<file path="src/design/c2p_pkg.sv">
// Shared constants and the arctangent table for the cartesian-to-polar pipeline.
// No dependencies; every other design file imports this package.
package c2p_pkg;

    // Default configuration of the top level
    localparam int COORD_WIDTH_DEF = 16;
    localparam int ITERATIONS_DEF  = 16;

    // Fixed-point layout of the rotation datapath
    localparam int FRAC_BITS = 24;  // fraction bits of x and y
    localparam int GUARD_W   = 3;   // growth headroom of x and y
    localparam int ATAN_LEN  = 24;  // entries in the arctangent table
    localparam int Z_W       = 34;  // angle accumulator, units of pi/2^31

    // Result word fields
    localparam int RADIUS_W = 17;
    localparam int ANGLE_W  = 17;

    // Angle constants in accumulator units
    localparam logic signed [Z_W-1:0] Z_PI       = Z_W'(64'h0000_0000_8000_0000);
    localparam logic signed [Z_W-1:0] Z_HALF_LSB = Z_W'(64'h0000_0000_0000_8000);
    // Output angle limit, pi in units of pi/32768
    localparam logic signed [Z_W-1:0] ANGLE_LIMIT = Z_W'(64'h0000_0000_0000_8000);

    // atan(2^-i) in units of pi/2^31, rounded to nearest
    function automatic logic [Z_W-1:0] atan_entry(input int idx);
        logic [Z_W-1:0] val;
        begin
            case (idx)
                0:       val = Z_W'(536870912);
                1:       val = Z_W'(316933406);
                2:       val = Z_W'(167458907);
                3:       val = Z_W'(85004756);
                4:       val = Z_W'(42667331);
                5:       val = Z_W'(21354465);
                6:       val = Z_W'(10679838);
                7:       val = Z_W'(5340245);
                8:       val = Z_W'(2670163);
                9:       val = Z_W'(1335087);
                10:      val = Z_W'(667544);
                11:      val = Z_W'(333772);
                12:      val = Z_W'(166886);
                13:      val = Z_W'(83443);
                14:      val = Z_W'(41722);
                15:      val = Z_W'(20861);
                16:      val = Z_W'(10430);
                17:      val = Z_W'(5215);
                18:      val = Z_W'(2608);
                19:      val = Z_W'(1304);
                20:      val = Z_W'(652);
                21:      val = Z_W'(326);
                22:      val = Z_W'(163);
                23:      val = Z_W'(81);
                default: val = '0;
            endcase
            return val;
        end
    endfunction

endpackage

</file>
<file path="src/design/c2p_back.sv">
// Back end: rounds the angle and the root, and holds the result word for the consumer.
// Depends on c2p_pkg.
module c2p_back #(
    parameter int COORD_WIDTH = c2p_pkg::COORD_WIDTH_DEF
) (
    input  logic                                 aclk,
    input  logic                                 aresetn,
    input  logic                                 adv,
    input  logic                                 in_valid,
    input  logic signed [c2p_pkg::Z_W-1:0]       in_z,
    input  logic                                 in_zero,
    input  logic [COORD_WIDTH+2:0]               in_r,
    input  logic [COORD_WIDTH:0]                 in_q,
    output logic                                 out_valid,
    output logic [c2p_pkg::RADIUS_W-1:0]         out_radius,
    output logic signed [c2p_pkg::ANGLE_W-1:0]   out_angle
);
    import c2p_pkg::*;

    localparam int SW   = COORD_WIDTH + 1;
    localparam int RW   = SW + 2;
    localparam int RADW = (SW + 1 > RADIUS_W) ? SW + 1 : RADIUS_W;

    logic                        valid_reg;
    logic [RADIUS_W-1:0]         radius_reg, radius_next;
    logic signed [ANGLE_W-1:0]   angle_reg, angle_next;

    logic signed [Z_W-1:0] z_rnd, a_full;
    logic                  round_up;
    logic [RADW-1:0]       rad_full;

    // Round half up to pi/32768 units, then limit to plus or minus pi; a zero vector gets angle zero
    always_comb begin
        z_rnd  = in_z + Z_HALF_LSB;
        a_full = z_rnd >>> 16;
        if (in_zero) begin
            angle_next = '0;
        end else if (a_full > ANGLE_LIMIT) begin
            angle_next = ANGLE_W'(ANGLE_LIMIT);
        end else if (a_full < -ANGLE_LIMIT) begin
            angle_next = ANGLE_W'(-ANGLE_LIMIT);
        end else begin
            angle_next = ANGLE_W'(a_full);
        end
    end

    // Round the root up when the remainder exceeds it
    always_comb begin
        round_up    = (in_r > RW'(in_q));
        rad_full    = RADW'(in_q) + RADW'(round_up);
        radius_next = rad_full[RADIUS_W-1:0];
    end

    // Hold the result word until taken
    always_ff @(posedge aclk) begin
        if (adv) begin
            radius_reg <= radius_next;
            angle_reg  <= angle_next;
        end
    end

    always_ff @(posedge aclk) begin
        if (!aresetn) begin
            valid_reg <= 1'b0;
        end else if (adv) begin
            valid_reg <= in_valid;
        end
    end

    assign out_valid  = valid_reg;
    assign out_radius = radius_reg;
    assign out_angle  = angle_reg;

endmodule

</file>
<file path="config.mk">
export PLATFORM = sky130hd
export DESIGN_NAME = c2p_back
export DESIGN_NICKNAME = d
export VERILOG_FILES = /design/src/design/c2p_pkg.sv /design/src/design/c2p_back.sv
export SDC_FILE = /design/constraint.sdc
export NUM_CORES = 1
export LEC_CHECK = 0
export ABC_CLOCK_PERIOD_IN_PS = 3000
export BUFFER_PORTS_ARGS = -buffer_cell sky130_fd_sc_hd__buf_2
export CAP_MARGIN = 20
export CORE_MARGIN = 2
export CORE_UTILIZATION = 47
export CTS_CLUSTER_DIAMETER = 50
export CTS_CLUSTER_SIZE = 14
export DETAILED_ROUTE_END_ITERATION = 16
export PLACE_DENSITY = 0.81
export SYNTH_ARGS = -nofsm -noshare
export SYNTH_HDL_FRONTEND = slang
export SYNTH_SLANG_ARGS = --single-unit
</file>
<file path="constraint.sdc">
create_clock -name aclk -period 3 [get_ports aclk]
set_input_delay 0.3 -clock aclk [delete_from_list [all_inputs] [get_ports aclk]]
set_output_delay 0.3 -clock aclk [all_outputs]
set_load 0.1 [all_outputs]
</file>
==> metrics.md <==
| Metric | Value |
|---|---|
| Outcome | `finished, final reports clean` |
| Global-route wire length before repair | `around 8100 um` |
| Peak VDD IR | `about 0.25 mV` |
| Mapped Cells | `210` |
| Row count | `25` |
| Setup tns final | `0 ns` |
| Final WS setup | `approximately 0.43 ns` |
| Via count | `~1.9k` |
| Initial antenna violation count | `0` |
| Number of global-route vias before repair | `1866` |
| Final setup viols | `0` |
| Max stage delay cell, worst path | `ha_1` |
| WL final | `about 5000 um` |
| Commonest non-fill, non-tap cell in the layout | `buf_2` |
| First drt pass iteration count | `4` |
| Clock Skew | `0 ns` |
| IO buf count | `94` |
| Register area share after synthesis | `43.8%` |
| Starting DRC count in detailed routing | `69` |
| Critical Path, Cell by Cell | `buf_2 > inv_1 > ha_1 > o21a_1 > o21ai_0 > a211oi_1 > o21ai_0 > a21oi_1 > ha_1 > ha_1 > nand4_1 > nor2_1 > nand4_1 > xnor2_1` |
| CTS tree | `done` |
| Final Max Tran Viols | `0` |
| Diode count | `0` |
| Die Y | `about 75 um` |
| R2R Setup Slk | `approximately 2.4 ns` |
| Dominant synthesized flop cell | `edfxtp_1` |
| Post-synth net total | `between 300 and 400` |
| Wire per inst | `approximately 13 um` |
| Async set-reset flop share out of synthesis | `0%` |
| Layout cells sized above 1 | `between 30% and 40%` |
| Post-synthesis register bit count | `35` |
| Slew HR | `approximately 44%` |
| Remaining Overflow, GRT | `0` |
| Global placer's final weighted congestion | `around 0.9` |
| Crit path max fanout | `4` |
| Slowest cell delay on critical path | `slightly above 0.3 ns` |
| Crit path max-delay family | `adder cells` |
| I/O Pins | `110` |
| Power per standard cell area | `466 mW/mm^2` |
| Hold Fails Final Rpt | `0` |
| Post-synth EDFFs | `34` |
| Post-synthesis area per instance | `between 10 and 15 um^2` |
| Cts bufs inserted | `5` |
| PostCTS Resize Cnt | `0` |
| CTS Hold Bufs | `0` |
| Clk_lat worst skew | `about 0.28 ns` |
| Ys Warns | `0` |
| Core Area | `approximately 0.0048 mm^2` |
| RSZ-0062 raised after global routing | `false` |
| Netlist Area Pre-Place | `around 0.0024 mm^2` |
| Largest net degree at the start of global routing | `36` |
| Area grow syn2layout | `26.2%` |
| Crit-path most repeated cell | `ha_1` |
| Avg Vias per Cell | `~5` |
| HPWL Detailed | `about 4000 um` |
| Commonest non-fill, non-tap cells in the layout | `buf_2 (94), edfxtp_1 (34), xnor2_1 (20), ha_1 (20), inv_1 (19)` |
| Post-synth cell types | `42` |
| Number of max-cap violations | `0` |
| P_leak | `between 1 and 1.5 nW` |
| Root Driver | `clkbuf_8` |
| Period minus WS final | `2.57 ns` |
| Gr usage total | `roughly a fifth` |
| Total die area | `between 0.005 and 0.006 mm^2` |
| CP Capture Type | `flop` |
| CP Launch Type | `input pin` |
| WP buf/inv | `2` |
| WS Path Type | `in2reg` |
| H-tree Lvls | `2` |
| FMAX | `0.390 GHz` |
| Least-Margin Pin Slew | `roughly 0.84 ns` |
| Final period util | `between 80% and 90%` |
| CP arrival | `between 2 and 3 ns` |
| Pre-CTS setup slack | `roughly 0.14 ns` |
| Req. time, crit path | `3.04 ns` |
| Starting Density | `about half` |
| Hold Crit Class | `in2reg` |
| Clk sinks | `35` |
| Clk slew on worst S/H paths | `0.07 ns` |
| Final nets | `approximately 400` |
| Residual DRC count | `0` |
| Post-route antenna net violation count | `0` |
| Chip width | `approximately 75 um` |
| Post-CTS setup buffers | `0` |
| Post-layout util | `a little over three fifths` |
| Clock Tree Buf Depth | `2` |
[worst paths after layout]
check / start / to / depth (start not counted)
worst max-delay path: in_q[8] / out_radius[16] / 14
worst min-delay path: aresetn / out_valid / 2
worst max register to register: out_valid / out_valid / 2
worst min register to register: out_valid / out_valid / 2
[per-layer routing]
metal  global-route usage [%]  vias to the layer above  share of wire (%)
met3                     6.16                       11                6.8
li1                         -                      980                  -
met1                     22.6                      858                 42
met2                     32.3                       58                 49
met4                     7.54                        0                2.2
met5                        0                        -                  0
[registers in the layout, summed over array words and instances (netlist names)]
signal and cells:
out_angle 17, out_radius 17, out_valid 1
[cell usage after synthesis, types with 2 or more instances]
library cell / number / area, um^2
a211oi_1: 6 / 45.0
a211oi_2: 9 / 113
a21o_1: 3 / 22.5
a21oi_1: 5 / 25.0
and3_1: 2 / 12.5
and4_1: 5 / 43.8
edfxtp_1: 34 / 1020
ha_1: 20 / 250
inv_1: 19 / 71.3
nand2_1: 8 / 30.0
nand3_1: 14 / 70.1
nand4_1: 10 / 62.6
nor2_1: 7 / 26.3
nor2b_1: 2 / 12.5
nor3_1: 6 / 30.0
nor4_1: 2 / 12.5
o21ai_0: 3 / 15.0
xnor2_1: 20 / 175
xor2_1: 12 / 105
[area by class of cell]
class                   count  area, um^2
repair buffers             98         500
multi-input cells         151        1230
fillers                   409        1790
well taps                  67        83.8
clock buffers               5        68.8
inverters                  19        71.3
clock inverters             2        8.76
flip-flops and latches     35        1040
[cells by family after synthesis]
kind of cell               after synthesis  share of synthesized area (%)
xor gates and xnor gates                32                           11.8
and+or+nand+nor                         64                           16.5
DFF                                     35                           43.8
AOI/OAI and AO/OA                       34                           12.3
buffers and inverters                   24                           4.63
muxes                                    1                          0.421
adders and majority gates               20                           10.5
[stage by stage]
step | cell area, um^2 | hold WS [ns] | cells | total power [mW]
finish | 3000 | 0.224 | 377 | 1.40
global route | 3000 | 0.259 | 377 | 1.46
CTS | 3000 | 0.220 | 377 | 1.41
detailed placement | 2920 | 0.513 | 370 | 1.10
global placement | 2920 | 0.490 | 370 | 1.09
floorplan | 2380 | 0.412 | 210 | 0.978
[report_power, final]
| group | leakage [nW] | internal [mW] | switching, mW |
|---|---|---|---|
| Clock | 0.0414 | 0.154 | 0.156 |
| Combinational | 0.903 | 0.107 | 0.391 |
| Sequential | 0.337 | 0.579 | 0.00854 |
| Total | 1.28 | 0.841 | 0.556 |
No activity file was read; power rests on OpenSTA's default activity.
