===== src/design/c2p_pkg.sv =====
// Shared constants and the arctangent table for the cartesian-to-polar pipeline.
// No dependencies; every other design file imports this package.
package c2p_pkg;

    // Default configuration of the top level
    localparam int COORD_WIDTH_DEF = 16;
    localparam int ITERATIONS_DEF  = 16;

    // Fixed-point layout of the rotation datapath
    localparam int FRAC_BITS = 24;  // fraction bits of x and y
    localparam int GUARD_W   = 3;   // growth headroom of x and y
    localparam int ATAN_LEN  = 24;  // entries in the arctangent table
    localparam int Z_W       = 34;  // angle accumulator, units of pi/2^31

    // Result word fields
    localparam int RADIUS_W = 17;
    localparam int ANGLE_W  = 17;

    // Angle constants in accumulator units
    localparam logic signed [Z_W-1:0] Z_PI       = Z_W'(64'h0000_0000_8000_0000);
    localparam logic signed [Z_W-1:0] Z_HALF_LSB = Z_W'(64'h0000_0000_0000_8000);
    // Output angle limit, pi in units of pi/32768
    localparam logic signed [Z_W-1:0] ANGLE_LIMIT = Z_W'(64'h0000_0000_0000_8000);

    // atan(2^-i) in units of pi/2^31, rounded to nearest
    function automatic logic [Z_W-1:0] atan_entry(input int idx);
        logic [Z_W-1:0] val;
        begin
            case (idx)
                0:       val = Z_W'(536870912);
                1:       val = Z_W'(316933406);
                2:       val = Z_W'(167458907);
                3:       val = Z_W'(85004756);
                4:       val = Z_W'(42667331);
                5:       val = Z_W'(21354465);
                6:       val = Z_W'(10679838);
                7:       val = Z_W'(5340245);
                8:       val = Z_W'(2670163);
                9:       val = Z_W'(1335087);
                10:      val = Z_W'(667544);
                11:      val = Z_W'(333772);
                12:      val = Z_W'(166886);
                13:      val = Z_W'(83443);
                14:      val = Z_W'(41722);
                15:      val = Z_W'(20861);
                16:      val = Z_W'(10430);
                17:      val = Z_W'(5215);
                18:      val = Z_W'(2608);
                19:      val = Z_W'(1304);
                20:      val = Z_W'(652);
                21:      val = Z_W'(326);
                22:      val = Z_W'(163);
                23:      val = Z_W'(81);
                default: val = '0;
            endcase
            return val;
        end
    endfunction

endpackage


===== src/design/c2p_front.sv =====
// Front end of the pipeline: difference vector, half-plane fold, squares and their sum.
// Depends on c2p_pkg.
module c2p_front #(
    parameter int COORD_WIDTH = c2p_pkg::COORD_WIDTH_DEF
) (
    input  logic                                                       aclk,
    input  logic                                                       aresetn,
    input  logic                                                       adv,
    input  logic                                                       in_valid,
    input  logic signed [COORD_WIDTH-1:0]                              point_x,
    input  logic signed [COORD_WIDTH-1:0]                              point_y,
    input  logic signed [COORD_WIDTH-1:0]                              origin_x,
    input  logic signed [COORD_WIDTH-1:0]                              origin_y,
    output logic                                                       out_valid,
    output logic signed [COORD_WIDTH+c2p_pkg::FRAC_BITS+c2p_pkg::GUARD_W:0] out_x,
    output logic signed [COORD_WIDTH+c2p_pkg::FRAC_BITS+c2p_pkg::GUARD_W:0] out_y,
    output logic signed [c2p_pkg::Z_W-1:0]                             out_z,
    output logic                                                       out_zero,
    output logic [2*COORD_WIDTH+1:0]                                   out_n
);
    import c2p_pkg::*;

    localparam int DW = COORD_WIDTH + 1;          // difference width
    localparam int W  = DW + FRAC_BITS + GUARD_W; // rotation datapath width
    localparam int NW = 2 * DW;                   // sum of squares width

    // Stage 0: difference vector
    logic signed [DW-1:0] dx_reg, dy_reg;
    logic signed [DW-1:0] dx_next, dy_next;
    logic                 v0_reg;

    // Stage 1: folded vector and squares
    logic signed [W-1:0]   x1_reg, y1_reg;
    logic signed [W-1:0]   x1_next, y1_next;
    logic signed [Z_W-1:0] z1_reg, z1_next;
    logic                  zero1_reg, zero1_next;
    logic [NW-1:0]         sqx_reg, sqy_reg;
    logic [NW-1:0]         sqx_next, sqy_next;
    logic                  v1_reg;

    // Stage 2: sum of squares
    logic signed [W-1:0]   x2_reg, y2_reg;
    logic signed [Z_W-1:0] z2_reg;
    logic                  zero2_reg;
    logic [NW-1:0]         n2_reg, n2_next;
    logic                  v2_reg;

    logic signed [W-1:0] x_pre, y_pre;
    logic [DW-1:0]       ax, ay;

    // Form the differences one bit wider than the coordinates
    always_comb begin
        dx_next = $signed({point_x[COORD_WIDTH-1], point_x})
                - $signed({origin_x[COORD_WIDTH-1], origin_x});
        dy_next = $signed({point_y[COORD_WIDTH-1], point_y})
                - $signed({origin_y[COORD_WIDTH-1], origin_y});
    end

    // Scale, fold the left half-plane by pi, and square the magnitudes
    always_comb begin
        x_pre = $signed({{GUARD_W{dx_reg[DW-1]}}, dx_reg, {FRAC_BITS{1'b0}}});
        y_pre = $signed({{GUARD_W{dy_reg[DW-1]}}, dy_reg, {FRAC_BITS{1'b0}}});
        if (dx_reg[DW-1]) begin
            x1_next = -x_pre;
            y1_next = -y_pre;
            z1_next = dy_reg[DW-1] ? -Z_PI : Z_PI;
        end else begin
            x1_next = x_pre;
            y1_next = y_pre;
            z1_next = '0;
        end
        zero1_next = (dx_reg == '0) && (dy_reg == '0);
        ax         = dx_reg[DW-1] ? DW'(-dx_reg) : DW'(dx_reg);
        ay         = dy_reg[DW-1] ? DW'(-dy_reg) : DW'(dy_reg);
        sqx_next   = NW'(ax) * NW'(ax);
        sqy_next   = NW'(ay) * NW'(ay);
        n2_next    = sqx_reg + sqy_reg;
    end

    // Advance payload with the pipeline
    always_ff @(posedge aclk) begin
        if (adv) begin
            dx_reg    <= dx_next;
            dy_reg    <= dy_next;
            x1_reg    <= x1_next;
            y1_reg    <= y1_next;
            z1_reg    <= z1_next;
            zero1_reg <= zero1_next;
            sqx_reg   <= sqx_next;
            sqy_reg   <= sqy_next;
            x2_reg    <= x1_reg;
            y2_reg    <= y1_reg;
            z2_reg    <= z1_reg;
            zero2_reg <= zero1_reg;
            n2_reg    <= n2_next;
        end
    end

    // Advance the valid bits; reset drops them
    always_ff @(posedge aclk) begin
        if (!aresetn) begin
            v0_reg <= 1'b0;
            v1_reg <= 1'b0;
            v2_reg <= 1'b0;
        end else if (adv) begin
            v0_reg <= in_valid;
            v1_reg <= v0_reg;
            v2_reg <= v1_reg;
        end
    end

    assign out_valid = v2_reg;
    assign out_x     = x2_reg;
    assign out_y     = y2_reg;
    assign out_z     = z2_reg;
    assign out_zero  = zero2_reg;
    assign out_n     = n2_reg;

endmodule


===== config.mk =====
export PLATFORM = sky130hd
export DESIGN_NAME = c2p_front
export DESIGN_NICKNAME = d
export VERILOG_FILES = /design/src/design/c2p_pkg.sv /design/src/design/c2p_front.sv
export SDC_FILE = /design/constraint.sdc
export NUM_CORES = 1
export LEC_CHECK = 0
export BUFFER_PORTS_ARGS = -buffer_cell sky130_fd_sc_hd__buf_2
export CAP_MARGIN = 20
export CORE_MARGIN = 4
export CORE_UTILIZATION = 31
export DETAILED_ROUTE_END_ITERATION = 8
export SYNTH_ARGS = -nofsm -noshare
export SYNTH_HDL_FRONTEND = slang
export SYNTH_SLANG_ARGS = --single-unit

===== constraint.sdc =====
create_clock -name aclk -period 10.3 [get_ports aclk]
set_input_delay 0 -clock aclk [delete_from_list [all_inputs] [get_ports aclk]]
set_output_delay 0 -clock aclk [all_outputs]
set_load 0.01 [all_outputs]

==> results of run 1 <==
metal layers:
layer	up-vias	part of all wire
met1	9507	0.46
met4	0	0.021
met5	-	0
met3	86	0.053
met2	477	0.47
li1	9194	-
per-stage QoR:
stage / hold WS (ps) / std cells / setup slack [ps]
CTS: 2.06 / 4244 / 984
detailed placement: 241 / 4115 / 1030
floorplan: 112 / 2905 / 2270
finish: 34.9 / 4245 / 927
global placement: 235 / 4115 / 1320
global route: 32.9 / 4245 / 546
how the worst min path moves through the flow:
stage	startpoint	end	slack, ps	cells past startpoint
2_1_floorplan	adv	dx_reg[0]$_DFFE_PP_	110	0
3_3_place_gp	aresetn	out_valid$_SDFFE_PN0P_	230	2
3_5_place_dp	aresetn	v1_reg$_SDFFE_PN0P_	240	2
4_1_cts	point_x[1]	dx_reg[2]$_DFFE_PP_	2	4
5_1_grt	point_y[9]	dy_reg[10]$_DFFE_PP_	30	5
6_report	point_x[1]	dx_reg[2]$_DFFE_PP_	30	4
layout by cell type, fill, tap and decap left out, drive strengths merged, types with 15 or more instances in the layout:
master         n
nor3          36
nor2         209
nand2b        24
nor2b         26
ha           280
and2          20
clkbuf        33
or3           15
dlygate4sd3   75
a21oi         94
fa           387
xnor2        115
buf          178
a21o          51
inv          664
clkinv        20
nand2        254
edfxtp       218
conb          82
o21ai         78
xor2          42
timing repair:
action | 4_1_cts | 5_1_grt
buffers inserted | 0 | 0
hold buffers | 75 | 0
endpoints found under the hold margin | 127 | 0
layout make-up:
cell class | instances | share of cell area
Sequential cell | 221 | 0.211
Timing Repair Buffer | 253 | 0.0553
Tap cell | 1165 | 0.0465
Clock buffer | 33 | 0.0249
Multi-Input combinational cell | 1885 | 0.575
Clock inverter | 21 | 0.00743
Inverter | 667 | 0.0800
worst max-delay path, cell delays in order (launching register included):
cell      delay [ps]
edfxtp_1         620
clkinv_1         360
ha_1             270
or3b_4           410
nor3b_1          330
nor3b_1          630
ha_1             710
and2_1           280
inv_1             70
fa_1             480
fa_1             550
inv_1             50
fa_1             470
fa_1             500
fa_1             490
inv_1             50
fa_1             470
inv_1             40
ha_1             340
a21o_1           200
a21o_1           170
a21o_1           180
a22oi_1          150
o21ai_0          250
o41ai_1          570
o31ai_1          170
a21oi_1          200
xnor2_1           90
cell families (layout without fill, tap and decap cells):
family	count (synthesis)	count (layout)	share of synthesized area
other	1	82	0.000136
adders and majority gates	667	667	0.407
xor gates and xnor gates	157	157	0.0514
AOI/OAI and AO/OA	334	334	0.0774
and+or+nand+nor	638	638	0.102
DFF	221	221	0.239
buffers and inverters	799	974	0.120
muxes	7	7	0.00253
==> run summary, run 1 <==
startpoint types: flop
Setup-failing EPs final: 0
post-synth cell types: 74
R2R cell count: 27
crit-path max FO: 17
arrival time at the worst endpoint: 9710 ps
Largest register FFs: 34
post-cts resize count: 0
register-to-register setup slack: 930 ps
Max Cap Viol: 0
Most Crowded Layer GR: met2
RSZ-0062 raised after global routing: no
synth cell count leaders: inv_1 (653), fa_1 (387), ha_1 (280), nand2_1 (252), edfxtp_1 (218)
IO Port Bufs: 146
Layout Nets: 3,792
Avg WL per Cell: 15.2 um
fmax: 0.107 GHz
CTS Buf Count: 29
share of layout cells above drive strength 1: 0.0847
largest net degree at the start of global routing: 94
GRT Total Usage: 0.138
syn avg cell area: 9.79 um2
remaining global-route overflow: 0
setup TNS: 0 ps
fin crit share: 0.910
met1 Resource Use GR: 0.192
Reg2Reg Launch Point: dy_reg[0]$_DFFE_PP_
number of flops mapped to enable cells by yosys: 218
Clk Latency, worst-skew pair: 600 ps
die outline height: 307 um
Reg area: 0.00661 mm2
I/O pin count: 226
Crit Path Category: flop to flop
minimum clock period: 9370 ps
Seq/Total Area, Yosys: 0.239
crit path to: sqy_reg[33]$_DFFE_PP_
max_slew headroom: 0.340
Clock Pin Slew Worst Setup and Hold Paths: 60 ps
actual slew at the worst max-slew pin: 983 ps
cell area after synthesis: 0.0276 mm2
layout overhead on the synthesized area: 13.4%
initial antenna violation count: 4
Final Cell Area: 0.0313 mm2
CP endpoint kind: flop
first-pass GRT wire length: 105,000 um
area of the multi-input gates: 0.0180 mm2
final hold violation count: 0
Final Util: 0.355
vias in the first global route: 20,000
DR vias/cell: 4.54
DR vias: 19,300
DRT antenna net count: 0
Slew Limit Fails: 0
M3 GR Usage: 0.0191
asr flop ratio synth: 0
Core Rows: 109
RePlAce Congestion: 0.886
DP Area: 0.0296 mm2
Core ar.: 0.0884 mm2
First DRT Iteration DRCs: 983
H-tree levels: 1
cell accounting for the most synthesized area: fa_1
Synth Instances: 2,824
hold crit path type: primary input to flop
most instantiated library cell after synthesis: inv_1
Detailed Place HPWL: 53,000 um
fillcell total: 9,017
Worst Path Required: 10,640 ps
CTS Root Buffer Type: clkbuf_16
ys flop type: edfxtp_1
Clock Sinks: 221
Critical Path Start: dy_reg[0]$_DFFE_PP_
first-pass iteration count of the detailed router: 5
clock buffer depth: 3
Total Wirelength: 64,400 um
met2 usage: 0.231
Yosys warning total: 0
cells taking the most area after synthesis: fa_1 (28%), edfxtp_1 (24%), ha_1 (13%)
Initial Utilization: 0.313
FF-to-FF End: sqy_reg[33]$_DFFE_PP_
die width: 307 um
Yosys reg bits: 221
status: finished, final reports clean
DR DRC count: 0
top cell type's share of synthesized area: 0.280
ant diodes: 0
die area: 0.0940 mm2
skew final: 10.2 ps
CTS tree: done
Power of run 1 is left out: the tool's default activity adds up to more than one toggle a clock period on the data nets, which glitch-free logic cannot reach.
==> run 2: changes to the inputs <==
==> constraint.sdc (replaced) <==
create_clock -name aclk -period 7.5 [get_ports aclk]
set_input_delay 0 -clock aclk [delete_from_list [all_inputs] [get_ports aclk]]
set_output_delay 0 -clock aclk [all_outputs]
set_load 0.01 [all_outputs]
==> run 2 against run 1 <==
Against the previous run:
- count of clock-buffer cells in the layout rose by 1
- cell count rose by 6.5%
- the run now ends with negative setup slack left
- critical path depth rose by 4
- first-iteration DRC count fell by 3.3%
- flip-flop and latch count did not move
- core utilization rose by 3.3 points
- via count rose by 5.3%
- fmax rose by 21%
- critical path type unchanged
- non-clock buffer count rose by 281
- largest cell class unchanged
- routed wire length rose by 5.5%
- die area did not move
- setup slack got worse by 1200 ps
==> run summary, run 2 (synthesized netlist as in run 1, its figures left out) <==
Hold Path Origin: origin_y[4]
most common cell after layout, fill and taps aside: inv_1
commonest cells after routing, fill and taps aside: inv_1 (619), fa_1 (374), buf_4 (301), ha_1 (261), nand2_1 (245)
die outline height: 307 um
crit-path max FO: 4
R2R cell count: 31
Core Rows: 109
CTS Root Buffer Type: clkbuf_16
Initial Utilization: 0.313
crit-path most repeated cell: fa_1
first-pass GRT wire length: 110,000 um
GRT Total Usage: 0.145
arrival time at the worst endpoint: 8090 ps
startpoint types: flop
worst hold path depth: 5
H-tree levels: 1
Worst Path Required: 7810 ps
largest net degree at the start of global routing: 143
FF-to-FF End: sqy_reg[33]$_DFFE_PP_
I/O pin count: 226
Final Cell Area: 0.0343 mm2
minimum clock period: 7780 ps
Slew Limit Fails: 0
First DRT Iteration DRCs: 951
actual slew at the worst max-slew pin: 923 ps
final hold violation count: 0
fmax: 0.129 GHz
Setup-failing EPs final: 15
DR vias/cell: 4.48
Largest register FFs: 34
Total Wirelength: 67,900 um
Clock Pin Slew Worst Setup and Hold Paths: 60 ps
Setup WS post-layout: -275 ps
Layout Nets: 4,073
Avg WL per Cell: 15.0 um
initial antenna violation count: 3
vias in the first global route: 21,300
ant diodes: 0
Setup Slack @ Placement: -372 ps
layout overhead on the synthesized area: 23.9%
Reg2Reg Launch Point: dy_reg[5]$_DFFE_PP_
Core ar.: 0.0884 mm2
RSZ-0062 raised after global routing: yes
clock buffer depth: 3
hold crit path type: primary input to flop
DRT antenna net count: 0
IO Port Bufs: 146
die area: 0.0940 mm2
max_slew headroom: 0.385
CTS Buf Count: 29
fillcell total: 8,799
remaining global-route overflow: 0
failing checks: negative setup slack
DR DRC count: 0
DP Area: 0.0317 mm2
CP endpoint kind: flop
fin crit share: 1.04
share of layout cells above drive strength 1: 0.208
status: finished with violations
die width: 307 um
slowest cell on the critical path: fa_1
register-to-register setup slack: -280 ps
setup TNS: -1940 ps
CP max stage delay: 540 ps
Detailed Place HPWL: 55,800 um
Clk Latency, worst-skew pair: 590 ps
final hold slack: 22.4 ps
Max Cap Viol: 0
Worst Hold End: dy_reg[4]$_DFFE_PP_
CTS tree: done
Clock Sinks: 221
skew final: 36.9 ps
RePlAce Congestion: 0.885
first-pass iteration count of the detailed router: 7
Crit Path Category: flop to flop
DR vias: 20,300
## run 2: timing repair
action,4_1_cts,5_1_grt
hold endpoints to repair,112,0
setup buffers,15,21
gates resized for setup,65,129
hold buffers,65,0
gates cloned,0,1
pin swaps,66,91
endpoints found under the setup margin,25,33
## run 2: per-layer routing
metal	up-vias	global-route usage	routed length, um
met5	-	0	0
met2	442	0.244	32400
met1	9990	0.200	30400
met3	96	0.0225	3890
met4	0	0.0280	1200
li1	9754	-	-
## run 2: how the worst max path moves through the flow
| stage | startpoint | end | slack, ps | depth (start not counted) |
|---|---|---|---|---|
| floorplan | dx_reg[0]$_DFFE_PP_ | sqx_reg[31]$_DFFE_PP_ | -30 | 30 |
| global placement | dx_reg[0]$_DFFE_PP_ | sqx_reg[32]$_DFFE_PP_ | -320 | 34 |
| detailed placement | dx_reg[0]$_DFFE_PP_ | sqx_reg[32]$_DFFE_PP_ | -370 | 34 |
| CTS | dy_reg[5]$_DFFE_PP_ | sqy_reg[32]$_DFFE_PP_ | -270 | 28 |
| global route | dy_reg[5]$_DFFE_PP_ | sqy_reg[33]$_DFFE_PP_ | -530 | 31 |
| finish | dy_reg[5]$_DFFE_PP_ | sqy_reg[33]$_DFFE_PP_ | -280 | 31 |
## run 2: stage by stage
stage	utilization	instances
detailed placement	0.359	4370
CTS	0.380	4501
global route	0.388	4523
global placement	0.359	4370
floorplan	-	2905
finish	0.388	4523
## run 2: final cells by class
type	count	area [um2]	share of cell area
inverter	667	2520	0.0737
tap	1165	1460	0.0426
clock buffer	34	744	0.0217
sequential	221	6610	0.193
timing repair buffer	534	3940	0.115
multi-input combinational	1885	18900	0.551
clock inverter	17	123	0.00358
## run 2: critical path, delay by kind of cell, from the launching register on
| family | cells | cell delay (ps) |
|---|---|---|
| AO/OA/AOI/OAI | 5 | 850 |
| XOR/XNOR | 2 | 340 |
| adder cells (fa/ha/maj) | 7 | 3040 |
| buffers and inverters | 9 | 730 |
| flip-flops | 1 | 380 |
| AND/OR/NAND/NOR | 8 | 2170 |
Power of run 2 is left out for the same reason.
==> run 3: changes to the inputs <==
--- a/config.mk
+++ b/config.mk
@@ -7,7 +7,6 @@
 export LEC_CHECK = 0
 export BUFFER_PORTS_ARGS = -buffer_cell sky130_fd_sc_hd__buf_2
 export CAP_MARGIN = 20
-export CORE_MARGIN = 4
 export CORE_UTILIZATION = 31
 export DETAILED_ROUTE_END_ITERATION = 8
 export SYNTH_ARGS = -nofsm -noshare
==> run 3 against run 2 <==
Against the previous run:
- the run still ends with negative setup slack left
- largest cell class unchanged
- cell area grew 0.81%
- register-to-register slack better by 50 ps
- clock skew grew 3.3 ps
- flip-flop and latch count is the same
- routed wire length shrank 3.4%
- via count increased by 0.25%
- core utilization up 0.31 points
- count of clock-buffer cells in the layout increased by 3
- hold slack lost 3.6 ps
==> run summary, run 3 (synthesized netlist as in run 1, its figures left out) <==
Clock Pin Slew Worst Setup and Hold Paths: 60 ps
crit-path most repeated cell: fa_1
initial antenna violation count: 2
RSZ-0062 raised after global routing: yes
skew final: 40.2 ps
CP endpoint kind: flop
share of layout cells above drive strength 1: 0.207
status: finished with violations
CTS Buf Count: 30
fin crit share: 1.03
worst hold path depth: 5
hold crit path type: primary input to flop
DP Area: 0.0318 mm2
Setup-failing EPs final: 12
GRT Total Usage: 0.147
CTS tree: done
CTS Root Buffer Type: clkbuf_16
area of the multi-input gates: 0.0189 mm2
R2R cell count: 28
DR DRC count: 0
Largest register FFs: 34
Core Rows: 109
Slew Limit Fails: 0
Setup Slack @ Placement: -417 ps
register-to-register setup slack: -220 ps
arrival time at the worst endpoint: 8060 ps
CP max stage delay: 530 ps
slowest cell on the critical path: fa_1
Setup WS post-layout: -222 ps
minimum clock period: 7720 ps
remaining global-route overflow: 0
WP buf/inv: 5
Max Cap Viol: 0
Avg WL per Cell: 14.5 um
max_slew headroom: 0.409
layout overhead on the synthesized area: 24.9%
CP delay by family, top: adder cells
die outline height: 301 um
Hold Path Origin: origin_y[6]
Post-Layout Cell Count: 4,534
failing checks: negative setup slack
Core ar.: 0.0884 mm2
ant diodes: 0
Final Cell Area: 0.0345 mm2
First DRT Iteration DRCs: 876
most common cell after layout, fill and taps aside: inv_1
first-pass iteration count of the detailed router: 5
Reg area: 0.00661 mm2
DR vias: 20,300
Clock Sinks: 221
actual slew at the worst max-slew pin: 887 ps
vias in the first global route: 20,800
Layout Nets: 4,080
Crit Path Category: flop to flop
final hold violation count: 0
RePlAce Congestion: 0.904
crit-path max FO: 5
Detailed Place HPWL: 54,000 um
commonest cells after routing, fill and taps aside: inv_1 (628), fa_1 (380), buf_4 (298), ha_1 (258), nand2_1 (247)
first-pass GRT wire length: 106,000 um
placed cells: 4,373
Total Wirelength: 65,600 um
final hold slack: 18.9 ps
Initial Utilization: 0.313
Worst Path Required: 7840 ps
I/O pin count: 226
fillcell total: 8,842
startpoint types: flop
fmax: 0.129 GHz
Worst Hold End: dy_reg[6]$_DFFE_PP_
FF-to-FF End: sqy_reg[32]$_DFFE_PP_
die width: 301 um
Reg2Reg Launch Point: dy_reg[3]$_DFFE_PP_
DR vias/cell: 4.48
IO Port Bufs: 146
DRT antenna net count: 0
H-tree levels: 1
clock buffer depth: 3
largest net degree at the start of global routing: 107
die area: 0.0904 mm2
Clk Latency, worst-skew pair: 620 ps
[run 3: cell types whose count changed in the layout (fill, tap and decap cells not counted), sizes merged]
cell and change:
dlygate4sd3 +8, bufinv +3, clkinvlp +1, clkinv -3
clkbuf +3, inv +1, buf -2
[run 3: stage by stage]
stage,TNS [ps],util
2_1_floorplan,-67.3,-
3_3_place_gp,-3110,0.360
3_5_place_dp,-4630,0.360
4_1_cts,-1270,0.384
5_1_grt,-6470,0.391
6_report,-1090,0.391
[run 3: worst reg2reg max path: cells and delay by family (launching register included)]
family	cells	cell delay [ps]
compound gates	7	1210
flops	1	400
simple gates	7	2080
fa+ha+maj	7	3060
xor+xnor	2	380
buf+inv	5	340
[run 3: worst max-delay path by stage]
stage,startpoint,end,slack (ps),cells after the start
floorplan,dx_reg[0]$_DFFE_PP_,sqx_reg[31]$_DFFE_PP_,-30,30
global placement,dy_reg[5]$_DFFE_PP_,sqy_reg[32]$_DFFE_PP_,-280,28
detailed placement,dx_reg[0]$_DFFE_PP_,sqx_reg[31]$_DFFE_PP_,-420,29
CTS,dx_reg[0]$_DFFE_PP_,sqx_reg[31]$_DFFE_PP_,-210,29
global route,dx_reg[0]$_DFFE_PP_,sqx_reg[31]$_DFFE_PP_,-470,30
finish,dy_reg[3]$_DFFE_PP_,sqy_reg[32]$_DFFE_PP_,-220,28
[run 3: per-layer routing]
metal	vias to the layer above	wire length (um)	global-route usage
met1	10100	29600	0.198
met4	0	1400	0.0334
li1	9772	-	-
met2	401	30900	0.247
met3	84	3770	0.0250
met5	-	0	0
[run 3: repair_timing]
| action | in CTS | in global routing |
|---|---|---|
| hold buffers | 73 | 0 |
| pin swaps | 59 | 77 |
| gates resized for setup | 62 | 113 |
| setup buffers | 17 | 16 |
| setup endpoints to repair | 24 | 31 |
| endpoints found under the hold margin | 92 | 0 |
[run 3: final cells by class]
cell class / count / share of cell area
inverter: 667 / 0.0731
tap: 1165 / 0.0422
clock buffer: 37 / 0.0234
sequential: 221 / 0.191
clock inverter: 19 / 0.00743
timing repair buffer: 540 / 0.116
multi-input combinational: 1885 / 0.547
Power of run 3 is left out for the same reason.
